### config.mk
export PLATFORM = sky130hd
export DESIGN_NAME = hdlc_frame_bit_encoder_unit
export DESIGN_NICKNAME = d
export VERILOG_FILES = /design/src/sv/hdlc_enc_pkg.sv /design/src/sv/hdlc_enc_front.sv /design/src/sv/hdlc_enc_queue.sv /design/src/sv/hdlc_enc_back.sv /design/src/sv/hdlc_frame_bit_encoder_unit.sv
export SDC_FILE = /design/constraint.sdc
export NUM_CORES = 1
export LEC_CHECK = 0
export ABC_AREA = 1
export BUFFER_PORTS_ARGS = -buffer_cell sky130_fd_sc_hd__buf_2
export CORE_MARGIN = 4
export CORE_UTILIZATION = 40
export DETAILED_ROUTE_END_ITERATION = 12
export PLACE_DENSITY_LB_ADDON = 0.08
export SETUP_SLACK_MARGIN = 0.2
export SYNTH_ARGS = -nofsm -noshare
export SYNTH_HDL_FRONTEND = slang
export SYNTH_SLANG_ARGS = --single-unit
### constraint.sdc
create_clock -name clock -period 2.6 [get_ports clock]
set_input_delay 0.78 -clock clock [delete_from_list [all_inputs] [get_ports clock]]
set_output_delay 0.78 -clock clock [all_outputs]
set_load 0.01 [all_outputs]
### src/sv/hdlc_enc_pkg.sv
// ---------------------------------------------------------------------------
// HDLC encoder package
// Shared types, constants and the CRC-16 byte update for the frame encoder.
// ---------------------------------------------------------------------------
package hdlc_enc_pkg;

   localparam logic [7:0]  HDLC_FLAG        = 8'h7E;
   localparam logic [15:0] CRC_INIT         = 16'hFFFF;
   localparam logic [15:0] CRC_POLY         = 16'h8408;
   localparam logic [2:0]  STUFF_LIMIT      = 3'd5;
   localparam int          HDLC_QUEUE_DEPTH = 4;

   // One byte-wide unit of line work handed from the front to the back
   typedef struct packed {
      logic [7:0] data;        // bits sent LSB first
      logic       is_flag;     // flag byte: no stuffing, run count untouched
      logic       reset_line;  // clear run count and set line level before bit 0
      logic       end_mark;    // last bit of this unit ends the item
   } seg_type;

   typedef enum logic [2:0] {
      FS_IDLE,
      FS_OPEN,
      FS_DATA,
      FS_FCS_LO,
      FS_FCS_HI,
      FS_CLOSE
   } front_state_type;

   // Reflected CRC-16 update by one byte, LSB first
   function automatic logic [15:0] crc_byte(input logic [15:0] crc, input logic [7:0] v);
      logic [15:0] c;
      c = crc ^ {8'h00, v};
      for (int j = 0; j < 8; j++) begin
         if (c[0]) begin
            c = (c >> 1) ^ CRC_POLY;
         end else begin
            c = c >> 1;
         end
      end
      return c;
   endfunction

endpackage

### src/sv/hdlc_enc_front.sv
// ---------------------------------------------------------------------------
// HDLC encoder front end
// Accepts frame bytes, keeps the running CRC and, while the queue has room,
// issues one byte unit per cycle: opening flag, data, FCS lo/hi, closing flag.
// ---------------------------------------------------------------------------
module hdlc_enc_front
   import hdlc_enc_pkg::*;
(
   input  logic       clock,
   input  logic       reset,
   input  logic       req_push,
   output logic       req_full,
   input  logic [7:0] req_data_byte,
   input  logic       req_first_of_frame,
   input  logic       req_last_of_frame,
   output logic       seg_push,
   output seg_type    seg_out,
   input  logic       seg_full
);

   front_state_type state_ff, state_in;
   logic [15:0]     crc_ff, crc_in;
   logic [7:0]      data_ff;
   logic            last_ff;
   logic            accept;
   logic            seg_final;

   assign accept = req_push && !req_full;

   // Output decode
   always_comb begin
      seg_push  = (state_ff != FS_IDLE) && !seg_full;
      seg_out   = '0;
      seg_final = 1'b0;
      unique case (state_ff)
         FS_IDLE: begin
            seg_push = 1'b0;
         end
         FS_OPEN: begin
            seg_out.data       = HDLC_FLAG;
            seg_out.is_flag    = 1'b1;
            seg_out.reset_line = 1'b1;
         end
         FS_DATA: begin
            seg_out.data     = data_ff;
            seg_out.end_mark = !last_ff;
            seg_final        = !last_ff;
         end
         FS_FCS_LO: begin
            seg_out.data = ~crc_ff[7:0];
         end
         FS_FCS_HI: begin
            seg_out.data = ~crc_ff[15:8];
         end
         FS_CLOSE: begin
            seg_out.data     = HDLC_FLAG;
            seg_out.is_flag  = 1'b1;
            seg_out.end_mark = 1'b1;
            seg_final        = 1'b1;
         end
         default: begin
            seg_push = 1'b0;
         end
      endcase
      req_full = (state_ff != FS_IDLE) && !(seg_push && seg_final);
   end

   // Next state
   always_comb begin
      state_in = state_ff;
      if (seg_push) begin
         unique case (state_ff)
            FS_OPEN:   state_in = FS_DATA;
            FS_DATA:   state_in = last_ff ? FS_FCS_LO : FS_IDLE;
            FS_FCS_LO: state_in = FS_FCS_HI;
            FS_FCS_HI: state_in = FS_CLOSE;
            FS_CLOSE:  state_in = FS_IDLE;
            default:   state_in = FS_IDLE;
         endcase
      end
      if (accept) begin
         state_in = req_first_of_frame ? FS_OPEN : FS_DATA;
      end
   end

   always_comb begin
      crc_in = crc_ff;
      if (accept) begin
         crc_in = crc_byte(req_first_of_frame ? CRC_INIT : crc_ff, req_data_byte);
      end
   end

   always_ff @(posedge clock) begin
      if (reset) begin
         state_ff <= FS_IDLE;
         crc_ff   <= CRC_INIT;
      end else begin
         state_ff <= state_in;
         crc_ff   <= crc_in;
      end
   end

   always_ff @(posedge clock) begin
      if (accept) begin
         data_ff <= req_data_byte;
         last_ff <= req_last_of_frame;
      end
   end

endmodule

### src/sv/hdlc_enc_queue.sv
// ---------------------------------------------------------------------------
// HDLC encoder unit queue
// Small register FIFO of byte units between the front and back ends.
// ---------------------------------------------------------------------------
module hdlc_enc_queue
   import hdlc_enc_pkg::*;
#(
   parameter int DEPTH = HDLC_QUEUE_DEPTH
) (
   input  logic    clock,
   input  logic    reset,
   input  logic    push,
   input  seg_type push_data,
   output logic    full,
   input  logic    pop,
   output seg_type pop_data,
   output logic    empty
);

   localparam int PtrW = $clog2(DEPTH);
   localparam int CntW = $clog2(DEPTH + 1);
   localparam logic [PtrW-1:0] LastPtr = PtrW'(DEPTH - 1);

   seg_type             slot_ff [DEPTH];
   logic [PtrW-1:0]     wr_ff, wr_in;
   logic [PtrW-1:0]     rd_ff, rd_in;
   logic [CntW-1:0]     cnt_ff, cnt_in;
   logic                do_push, do_pop;

   assign full     = (cnt_ff == CntW'(DEPTH));
   assign empty    = (cnt_ff == '0);
   assign do_push  = push && !full;
   assign do_pop   = pop && !empty;
   assign pop_data = slot_ff[rd_ff];

   always_comb begin
      wr_in  = wr_ff;
      rd_in  = rd_ff;
      cnt_in = cnt_ff;
      if (do_push) begin
         wr_in = (wr_ff == LastPtr) ? '0 : wr_ff + 1'b1;
      end
      if (do_pop) begin
         rd_in = (rd_ff == LastPtr) ? '0 : rd_ff + 1'b1;
      end
      if (do_push && !do_pop) begin
         cnt_in = cnt_ff + 1'b1;
      end else if (do_pop && !do_push) begin
         cnt_in = cnt_ff - 1'b1;
      end
   end

   always_ff @(posedge clock) begin
      if (reset) begin
         wr_ff  <= '0;
         rd_ff  <= '0;
         cnt_ff <= '0;
      end else begin
         wr_ff  <= wr_in;
         rd_ff  <= rd_in;
         cnt_ff <= cnt_in;
      end
   end

   always_ff @(posedge clock) begin
      if (do_push) begin
         slot_ff[wr_ff] <= push_data;
      end
   end

endmodule

### src/sv/hdlc_enc_back.sv
// ---------------------------------------------------------------------------
// HDLC encoder back end
// Serializes byte units LSB first, inserts stuffed zeros, NRZI codes each
// bit and holds it in the result register.
// ---------------------------------------------------------------------------
module hdlc_enc_back
   import hdlc_enc_pkg::*;
(
   input  logic    clock,
   input  logic    reset,
   input  logic    seg_valid,
   input  seg_type seg_in,
   output logic    seg_pop,
   output logic    rsp_empty,
   input  logic    rsp_pop,
   output logic    rsp_line_level,
   output logic    rsp_raw_bit,
   output logic    rsp_flag_bit,
   output logic    rsp_inserted_zero,
   output logic    rsp_end_of_run
);

   seg_type    seg_ff;
   logic       busy_ff, busy_in;
   logic [2:0] idx_ff, idx_in;
   logic       stuff_ff, stuff_in;
   logic [2:0] ones_ff, ones_in;
   logic       level_ff, level_in;
   logic       out_valid_ff;
   logic       line_ff, raw_ff, flag_ff, ins_ff, end_ff;

   logic       emit_ok, fresh, raw, need_stuff, seg_done, lvl_base, lvl_new;
   logic [2:0] ones_base, ones_new, ones_sum;

   assign emit_ok = busy_ff && (!out_valid_ff || rsp_pop);
   assign fresh   = seg_ff.reset_line && (idx_ff == '0) && !stuff_ff;

   always_comb begin
      ones_base  = fresh ? 3'd0 : ones_ff;
      lvl_base   = fresh ? 1'b1 : level_ff;
      ones_sum   = ones_base + 3'd1;
      need_stuff = 1'b0;
      if (stuff_ff) begin
         raw      = 1'b0;
         ones_new = 3'd0;
      end else begin
         raw = seg_ff.data[idx_ff];
         if (seg_ff.is_flag) begin
            ones_new = ones_base;
         end else if (raw) begin
            need_stuff = (ones_sum >= STUFF_LIMIT);
            ones_new   = need_stuff ? 3'd0 : ones_sum;
         end else begin
            ones_new = 3'd0;
         end
      end
      lvl_new  = raw ? lvl_base : !lvl_base;
      seg_done = !need_stuff && (idx_ff == 3'd7);
   end

   assign seg_pop = seg_valid && (!busy_ff || (emit_ok && seg_done));

   always_comb begin
      busy_in  = busy_ff;
      idx_in   = idx_ff;
      stuff_in = stuff_ff;
      ones_in  = ones_ff;
      level_in = level_ff;
      if (emit_ok) begin
         ones_in  = ones_new;
         level_in = lvl_new;
         stuff_in = need_stuff;
         if (!need_stuff && !seg_done) begin
            idx_in = idx_ff + 3'd1;
         end
         if (seg_done) begin
            busy_in = 1'b0;
         end
      end
      if (seg_pop) begin
         busy_in  = 1'b1;
         idx_in   = '0;
         stuff_in = 1'b0;
      end
   end

   always_ff @(posedge clock) begin
      if (reset) begin
         busy_ff      <= 1'b0;
         idx_ff       <= '0;
         stuff_ff     <= 1'b0;
         ones_ff      <= '0;
         level_ff     <= 1'b1;
         out_valid_ff <= 1'b0;
      end else begin
         busy_ff  <= busy_in;
         idx_ff   <= idx_in;
         stuff_ff <= stuff_in;
         ones_ff  <= ones_in;
         level_ff <= level_in;
         if (emit_ok) begin
            out_valid_ff <= 1'b1;
         end else if (rsp_pop) begin
            out_valid_ff <= 1'b0;
         end
      end
   end

   always_ff @(posedge clock) begin
      if (seg_pop) begin
         seg_ff <= seg_in;
      end
      if (emit_ok) begin
         line_ff <= lvl_new;
         raw_ff  <= raw;
         flag_ff <= seg_ff.is_flag;
         ins_ff  <= stuff_ff;
         end_ff  <= seg_ff.end_mark && seg_done;
      end
   end

   assign rsp_empty         = !out_valid_ff;
   assign rsp_line_level    = line_ff;
   assign rsp_raw_bit       = raw_ff;
   assign rsp_flag_bit      = flag_ff;
   assign rsp_inserted_zero = ins_ff;
   assign rsp_end_of_run    = end_ff;

endmodule

### src/sv/hdlc_frame_bit_encoder_unit.sv
// ---------------------------------------------------------------------------
// HDLC frame bit encoder
// Frame bytes in, NRZI coded line bits out, with flags, FCS and stuffing.
// ---------------------------------------------------------------------------
// The block delivers one line bit per clock cycle from its result register
// while the bits are popped, so a data byte gives 8 to 10 line bits (8 bits
// plus up to two stuffed zeros); a first-of-frame byte adds 8 bits of opening
// flag and a last-of-frame byte adds 16 to 20 bits of FCS and 8 of closing
// flag. That bit serializer sets the throughput. The front end computes the
// CRC of a byte in the cycle it is accepted and places one byte unit per
// cycle in a short queue while it has room, so the next input byte is taken
// as soon as the units of the current one are queued, while the serializer
// is still sending earlier bits and while a finished bit waits to be popped.
// ---------------------------------------------------------------------------
module hdlc_frame_bit_encoder_unit
   import hdlc_enc_pkg::*;
#(
   parameter int QUEUE_DEPTH = HDLC_QUEUE_DEPTH
) (
   input  logic       clock,
   input  logic       reset,
   input  logic       req_push,
   output logic       req_full,
   input  logic [7:0] req_data_byte,
   input  logic       req_first_of_frame,
   input  logic       req_last_of_frame,
   output logic       rsp_empty,
   input  logic       rsp_pop,
   output logic       rsp_line_level,
   output logic       rsp_raw_bit,
   output logic       rsp_flag_bit,
   output logic       rsp_inserted_zero,
   output logic       rsp_end_of_run
);

   seg_type q_in, q_out;
   logic    q_push, q_full, q_pop, q_empty;

   hdlc_enc_front u_front (
      .clock              (clock),
      .reset              (reset),
      .req_push           (req_push),
      .req_full           (req_full),
      .req_data_byte      (req_data_byte),
      .req_first_of_frame (req_first_of_frame),
      .req_last_of_frame  (req_last_of_frame),
      .seg_push           (q_push),
      .seg_out            (q_in),
      .seg_full           (q_full)
   );

   hdlc_enc_queue #(
      .DEPTH (QUEUE_DEPTH)
   ) u_queue (
      .clock     (clock),
      .reset     (reset),
      .push      (q_push),
      .push_data (q_in),
      .full      (q_full),
      .pop       (q_pop),
      .pop_data  (q_out),
      .empty     (q_empty)
   );

   hdlc_enc_back u_back (
      .clock             (clock),
      .reset             (reset),
      .seg_valid         (!q_empty),
      .seg_in            (q_out),
      .seg_pop           (q_pop),
      .rsp_empty         (rsp_empty),
      .rsp_pop           (rsp_pop),
      .rsp_line_level    (rsp_line_level),
      .rsp_raw_bit       (rsp_raw_bit),
      .rsp_flag_bit      (rsp_flag_bit),
      .rsp_inserted_zero (rsp_inserted_zero),
      .rsp_end_of_run    (rsp_end_of_run)
   );

endmodule
==> key figures, run 1 <==
Run status
  • Status: completed

STA
  • Fin. max-slew vios: 0
  • RSZ-0062 raised after global routing: true
  • Final setup vio count: 0
  • Final critical-path setup slack: 0.146 ns
  • Fmax: 407 MHz
  • Period minus WS final: 2.45 ns
  • Fin Clk Skew: roughly 0.0054 ns
  • Rel. slew slack: 0.575
  • Final Hold Fails: 0
  • Setup Total Neg Slack: 0 ns
  • Actual slew at the worst max-slew pin: 0.637 ns
  • Crit share post-route: 0.944

CTS
  • Deepest clock path buffer count: 2
  • Clock transition at path regs: 0.07 ns
  • CTS Sinks: 105
  • CTS tree: built
  • Hold buffer count at CTS: 0
  • Root Driver: clkbuf_16
  • Total CTS buffers: 9
  • H-tree depth: 3
  • Clk_lat worst skew: 0.36 ns

Floorplan
  • Core Region: approximately 0.012 mm^2
  • IO Count: 21
  • Core Rows: 39
  • Full die area: roughly 0.014 mm^2
  • Die width: about 120 um
  • Initial Utilization: 0.414
  • Die height: 117 um

Final layout
  • Total Nets Final: 540
  • Diode count: 0
  • Final std cells w/o fill: between 600 and 700
  • Final Instance Area: 0.00565 mm^2
  • Syn-to-layout area delta: 18.0%
  • Layout cell share with drive strength beyond 1: 0.227
  • Filler cells: 1,073

Power and ir drop
  • Power density cells: 1230 mW/mm^2
  • Seq pwr share: 0.411
  • Static leakage: 0.00214 uW
  • Net Sw Frac: 0.375
  • Peak supply drop: 0.000633 V
  • Switching power: 2600 uW
  • Clk pwr share: 0.208
  • Internal: 4340 uW
  • Comb power frac: 0.380

Placed design
  • Port Buffers: 20
  • DP Wirelength: 6740 um
  • Placed inst area: 0.00515 mm^2
  • Inst Count DP: 634
  • Worst slack at placement: 0.00948 ns
  • Final GP Congestion: roughly 0.79

Synth
  • Register area share after synthesis: 0.583
  • Number of distinct library cells after synthesis: approximately 40
  • Post-synthesis cell area: 0.00479 mm^2
  • Mapped Cells: 473
  • Ys flop type: edfxtp_1
  • EDFF count, synth: 69
  • Synth Register Bits: 105
  • Synth Area per Inst: 10.1 um^2
  • Synth warnings: 0
  • Net Count, Synth: roughly 500
  • Async set-reset flop share out of synthesis: 0

Global routing
  • Vias in the first global route: 3,413
  • Grt total ovfl: 0
  • Largest net degree at the start of global routing: 29
  • Global-route wire length before repair: 16,900 um
  • Gr usage total: 0.155
  • Initial antenna violation count: 0

Drt
  • Detailed Route Iter0 Violations: 129
  • Post-DR vias/cell: 5.19
  • DRT Pass-1 Iters: 5
  • Via Count: ~3,400
  • Routed wire per std cell: approximately 15 um
  • DRT Wirelength: a little over 10,000 um
  • Remaining antenna violation count: 0
  • # DRC: 0

Worst setup path
  • CP Data Required Time: 2.85 ns
  • Reg2reg start: u_back.idx_ff[0]
  • Crit path max fanout: 4
  • End of the worst register-to-register path: u_queue.cnt_ff[1]
  • CP arrival: 2.70 ns
  • Startpoint Class: flip-flop
  • R2R cell count: 18
  • Setup slack, reg-to-reg: 0.15 ns
  • CP Class: reg -> reg
  • Critical Path End Type: flip-flop

Min path
  • Hold EP: u_back.level_ff
  • WHS Path Cells: 2
  • Hold path start: u_back.level_ff
  • Worst Hold Class: reg -> reg

Run
  • MaxCap Viol Count: 0
==> synth_stat cells (2+ instances only) <==
cell type | n | area share
clkbuf_1 | 8 | 0.0063
a21oi_2 | 3 | 0.0055
buf_2 | 2 | 0.0021
o211ai_1 | 6 | 0.0094
buf_1 | 2 | 0.0016
inv_1 | 46 | 0.036
or2_2 | 2 | 0.0026
edfxtp_1 | 69 | 0.43
nor3_1 | 26 | 0.027
nand3_2 | 2 | 0.0042
o22ai_1 | 12 | 0.016
o21ai_1 | 8 | 0.0084
a211oi_1 | 2 | 0.0031
o31ai_1 | 4 | 0.0063
nor2_2 | 2 | 0.0026
xnor2_1 | 13 | 0.024
nor3_2 | 2 | 0.0042
o31ai_2 | 3 | 0.0078
buf_6 | 2 | 0.0047
a21oi_1 | 37 | 0.039
dfxtp_1 | 36 | 0.15
nand3_1 | 12 | 0.013
inv_2 | 5 | 0.0039
o21ai_0 | 35 | 0.037
xor2_1 | 4 | 0.0073
nand2_4 | 5 | 0.012
ha_1 | 10 | 0.026
nand2_1 | 33 | 0.026
nand2_2 | 6 | 0.0078
nor2_1 | 65 | 0.051
==> layer usage <==
layer  track usage  part of all wire  vias up
met1         0.187              0.44     1620
met3        0.0448             0.045       16
met5             0                 0        -
met2         0.264              0.50       83
li1              -                 -     1725
met4        0.0535             0.017        0
==> through the flow <==
| stage | power, uW | hold slack [ns] | utilization |
|---|---|---|---|
| 3_3_place_gp | 5240 | 0.468 | 0.445 |
| 3_5_place_dp | 5270 | 0.482 | 0.445 |
| 4_1_cts | 6850 | 0.500 | 0.481 |
| 6_report | 6930 | 0.496 | 0.488 |
| 5_1_grt | 7450 | 0.531 | 0.488 |
| 2_1_floorplan | 4590 | 0.441 | - |
==> how the worst max path moves through the flow <==
stage                     slack (ns)              from  cells after the start           endpoint
after floorplan                 0.09  u_back.idx_ff[0]                     18  u_queue.cnt_ff[1]
after CTS                        0.1  u_back.idx_ff[0]                     21  u_queue.cnt_ff[2]
after global routing          -0.005  u_back.idx_ff[1]                     18  u_queue.cnt_ff[1]
final                           0.15  u_back.idx_ff[0]                     18  u_queue.cnt_ff[1]
after global placement          0.07  u_back.idx_ff[0]                     21  u_queue.cnt_ff[2]
after detailed placement       0.009  u_back.idx_ff[0]                     21  u_queue.cnt_ff[2]
==> layout make-up <==
class,count,area (um^2),area share
sequential,105,2800,0.496
inverter,53,213,0.0377
clock buffer,12,268,0.0474
tap,143,179,0.0317
timing repair buffer,46,299,0.0529
clock inverter,4,48.8,0.00864
multi-input combinational,300,1840,0.326
==> worst max-delay path, stage by stage (launching register included) <==
cell     delay, ns
dfxtp_4       0.36
inv_4         0.04
ha_4          0.15
nand2_2       0.06
inv_2         0.04
nand2_4       0.09
nand2_4       0.07
ha_4          0.25
nor3_4        0.14
nor2_4        0.05
nand3_2       0.07
nand3_2       0.08
nand2_4       0.08
nand2_4       0.05
ha_4          0.16
inv_4         0.05
fa_2          0.42
o21ai_2       0.13
a21oi_1       0.05
==> registers in the layout, indices dropped and copies added, names as in the netlist <==
| signal | flops |
|---|---|
| u_queue.slot_ff | 44 |
| u_front.crc_ff | 16 |
| u_back.seg_ff | 11 |
| u_front.data_ff | 8 |
| u_back.idx_ff | 3 |
| u_back.ones_ff | 3 |
| u_front.state_ff | 3 |
| u_queue.cnt_ff | 3 |
| u_queue.rd_ff | 2 |
| u_queue.wr_ff | 2 |
| u_back.busy_ff | 1 |
| u_back.level_ff | 1 |
| u_back.out_valid_ff | 1 |
| u_back.rsp_end_of_run | 1 |
| u_back.rsp_flag_bit | 1 |
| u_back.rsp_inserted_zero | 1 |
| u_back.rsp_line_level | 1 |
| u_back.rsp_raw_bit | 1 |
| u_back.stuff_ff | 1 |
| u_front.last_ff | 1 |
==> power by group through the flow <==
stage	sequential, uW	clock, uW	combinational (uW)
6_report	2850	1440	2640
5_1_grt	2920	1550	2980
4_1_cts	2850	1460	2540
3_5_place_dp	2870	0	2400
3_3_place_gp	2860	0	2390
2_1_floorplan	2780	0	1810
==> layout by cell type, fill, tap and decap left out, drive strengths merged, types with 2 or more instances in the layout <==
cell type / count
xor2: 4
a21oi: 40
nand2: 44
inv: 52
o31ai: 7
edfxtp: 69
o21ai: 43
or2: 2
o211ai: 6
ha: 10
nor3: 28
dfxtp: 36
o22ai: 13
clkbuf: 12
buf: 46
nor2: 68
clkinv: 3
a211oi: 2
nand3: 14
xnor2: 13
==> cells by family after synthesis <==
family | Yosys count | synth area share
XOR/XNOR | 17 | 0.0311
AO/OA/AOI/OAI | 113 | 0.140
adder cells (fa/ha/maj) | 11 | 0.0303
buffers and inverters | 68 | 0.0583
flip-flops | 105 | 0.583
AND/OR/NAND/NOR | 159 | 0.157
==> what timing repair did <==
item,4_1_cts,5_1_grt
setup endpoints to repair,3,14
hold endpoints to repair,0,0
pin swaps,5,6
setup buffers,8,5
gates resized for setup,10,11
Note: power is estimated with default switching activity, not from simulation.
==> run 2, diff against run 1 <==
--- a/config.mk
+++ b/config.mk
@@ -14,4 +14,5 @@
 export SETUP_SLACK_MARGIN = 0.2
 export SYNTH_ARGS = -nofsm -noshare
 export SYNTH_HDL_FRONTEND = slang
+export SYNTH_HIERARCHICAL = 1
 export SYNTH_SLANG_ARGS = --single-unit
==> key figures, run 2 <==
Worst setup path
  • Startpoint Class: flip-flop
  • Setup slack, reg-to-reg: -0.06 ns
  • Critical Path End Type: flip-flop
  • CP arrival: 2.94 ns
  • Worst setup path endpoint: u_queue/cnt_ff[2]
  • Critical Path Max Stage Delay: 0.37 ns
  • CP Class: reg -> reg
  • Reg2reg start: u_back/idx_ff[0]
  • CP cell instances: inv_4 > ha_4 > nand2_2 > inv_2 > nand2_4 > nand2_4 > ha_4 > nor3_4 > nor2_4 > nand3_4 > nand3_2 > nand2_2 > nand2_4 > clkinvlp_4 > nand2_4 > ha_4 > inv_4 > fa_2 > inv_2 > nand2_2 > nand4_1 > nand2_1 > nor2_1
  • CP Data Required Time: 2.88 ns
  • Start point of the critical path: u_back/idx_ff[0]
  • CP dominant cell by count: nand2_4
  • CP max stage cell: fa_2
  • Crit path max fanout: 3
  • End of the worst register-to-register path: u_queue/cnt_ff[2]
  • R2R cell count: 23

Power and ir drop
  • Net Sw Frac: 0.371
  • Power density cells: 1140 mW/mm^2
  • Comb power frac: 0.403
  • Tot Pwr: between 6000 and 7000 uW
  • Switching power: between 2000 and 3000 uW
  • Peak supply drop: roughly 0.00055 V
  • Static leakage: about 0.0023 uW
  • Seq pwr share: 0.398
  • Clk pwr share: 0.199
  • Internal: 4260 uW

Final layout
  • Syn-to-layout area delta: 18.1%
  • Layout cell share with drive strength beyond 1: 0.266
  • Final Instance Area: between 0.005 and 0.006 mm^2
  • Top reg by flops: u_queue/slot_ff
  • Final std cells w/o fill: 729
  • Diode count: 0
  • Storage element area: between 0.002 and 0.003 mm^2
  • Most common cell after layout, fill and taps aside: edfxtp_1
  • Number of flip-flops in the largest register: 44
  • Filler cells: ~1,100
  • Total Nets Final: 581
  • Top Registers: u_queue/slot_ff: 44 flops, u_front/crc_ff: 16 flops, u_back/seg_ff: 11 flops
  • Area occupied by multi-input gates: 0.00196 mm^2
  • Most frequent cells in the layout: edfxtp_1, nand2_1, nor2_1, inv_1, buf_4

Synth
  • Simple-gate share of the synthesized area: 0.197
  • Synth warnings: 6
  • Post-synthesis cell area: around 0.005 mm^2
  • Post-Synth XOR/XNOR Area: 0.0366
  • EDFF count, synth: slightly below 70
  • Mapped Cells: 502
  • Synth Area per Inst: 10.0 um^2
  • Synth Area in Compound Gates: 0.109
  • Net Count, Synth: 527
  • Synth Register Bits: 107
  • Async set-reset flop share out of synthesis: 0
  • Most area-hungry cell type in the Yosys netlist: edfxtp_1
  • Ys flop type: edfxtp_1
  • Largest family of logic cells by synthesized area: simple AND/OR/NAND/NOR gates
  • Synth top area share: 0.412
  • Most frequent cell after synthesis: nand2_1
  • Number of distinct library cells after synthesis: 44
  • Register area share after synthesis: 0.563
  • Area share of fa/ha/maj cells after synthesis: 0.0289
  • Top cells by count, synth: nand2_1, edfxtp_1, nor2_1, inv_1, dfxtp_1
  • Mux cell area share after synthesis: 0
  • Synth top area cells: edfxtp_1, dfxtp_1, nand2_1

Drt
  • DRT Wirelength: 10,100 um
  • Remaining antenna violation count: 0
  • Post-DR vias/cell: 4.89
  • DRT Pass-1 Iters: 4
  • Routed wire per std cell: 13.9 um
  • Via Count: 3,566
  • Detailed Route Iter0 Violations: 223
  • # DRC: 0

STA
  • Final setup vio count: 2
  • Actual slew at the worst max-slew pin: 0.487 ns
  • Fmax: 376 MHz
  • Final hold slack: about 0.48 ns
  • Final critical-path setup slack: -0.0609 ns
  • Period minus WS final: 2.66 ns
  • Crit share post-route: 1.02
  • Fin. max-slew vios: 0
  • Rel. slew slack: 0.674
  • Final Hold Fails: 0
  • RSZ-0062 raised after global routing: true
  • Fin Clk Skew: 0.00598 ns

Floorplan
  • Full die area: 0.0144 mm^2
  • Core Region: roughly 0.012 mm^2
  • Die width: 120 um
  • Die height: ~120 um
  • IO Count: 21
  • Core Rows: 40
  • Initial Utilization: 0.414

CTS
  • Root Driver: clkbuf_16
  • CTS Sinks: approximately 110
  • Total CTS buffers: 9
  • Deepest clock path buffer count: 2
  • Clk_lat worst skew: 0.34 ns
  • CTS tree: built
  • H-tree depth: 3
  • Hold buffer count at CTS: 0
  • Clock transition at path regs: 0.07 ns

Placed design
  • Final GP Congestion: roughly 0.75
  • Port Buffers: 20
  • Placed inst area: 0.00548 mm^2
  • Worst slack at placement: -0.104 ns
  • Inst Count DP: 698
  • DP Wirelength: 6800 um

Global routing
  • Met2 usage in global routing: 0.254
  • Initial antenna violation count: 0
  • Met3 usage: 0.0311
  • Grt total ovfl: 0
  • Global-route wire length before repair: between 15,000 and 20,000 um
  • Most crowded layer after global routing: met2
  • Vias in the first global route: 3,392
  • Largest net degree at the start of global routing: 28
  • Gr usage total: 0.149
  • Met1 Use GR: 0.187

Run status
  • Failing checks: setup timing
  • Status: finished with violations

Run
  • MaxCap Viol Count: 0

Min path
  • Worst Hold Class: reg -> reg
  • Hold path start: u_back/level_ff
## run 2: changes by cell type after synthesis, moves of 7 or more
cell      delta
o221ai_1     +7
xnor2_1     -10
nor3_1      -20
nand2_1     +38
o21ai_0     -23
o21ai_1     +14
## run 2: stage by stage
stage	utilization	setup TNS [ns]
floorplan	-	-0.592
global placement	0.450	-0.139
detailed placement	0.450	-0.198
CTS	0.480	-0.0122
global route	0.488	-0.505
finish	0.488	-0.0942
## run 2: layout make-up
cell class / count / area share
clock buffers: 10 / 0.0386
clock inverters: 6 / 0.0107
inverters: 58 / 0.0413
multi-input cells: 323 / 0.331
flip-flops and latches: 107 / 0.479
well taps: 168 / 0.0354
repair buffers: 57 / 0.0649
## run 2: critical path, delay by kind of cell (launching register included)
| kind | cells | cell delay [ns] |
|---|---|---|
| flip-flops | 1 | 0.36 |
| AND/OR/NAND/NOR | 14 | 0.97 |
| buffers and inverters | 5 | 0.30 |
| adder cells (fa/ha/maj) | 4 | 0.95 |
## run 2: cell families after synthesis
| kind of cell | count (synthesis) |
|---|---|
| buffers and inverters | 72 |
| AND/OR/NAND/NOR | 204 |
| adder cells (fa/ha/maj) | 11 |
| flip-flops | 107 |
| XOR/XNOR | 15 |
| AO/OA/AOI/OAI | 93 |
## run 2: repair_timing
| action | CTS | global route |
|---|---|---|
| pin swaps | 11 | 16 |
| gates resized for setup | 5 | 18 |
| setup endpoints to repair | 2 | 6 |
| buffers inserted | 7 | 8 |
## run 2: worst min-delay path by stage
stage	cells past startpoint	slack, ns	to
3_3_place_gp	2	0.46	u_back/level_ff
5_1_grt	2	0.52	u_back/level_ff
3_5_place_dp	2	0.47	u_back/level_ff
2_1_floorplan	2	0.43	u_back/level_ff
4_1_cts	2	0.48	u_back/level_ff
6_report	2	0.48	u_back/level_ff
## run 2: routing by layer
metal,up-vias,routed length (um)
met3,9,311
met5,-,0
met4,0,125
met2,47,5070
li1,1808,-
met1,1702,4630
## run 2: power groups by stage
stage	Combinational (uW)	Clock (uW)	Sequential, uW
after floorplan	1830	0	2680
after global placement	2400	0	2710
after detailed placement	2440	0	2720
after CTS	2570	1400	2690
after global routing	3090	1460	2740
final	2730	1350	2700
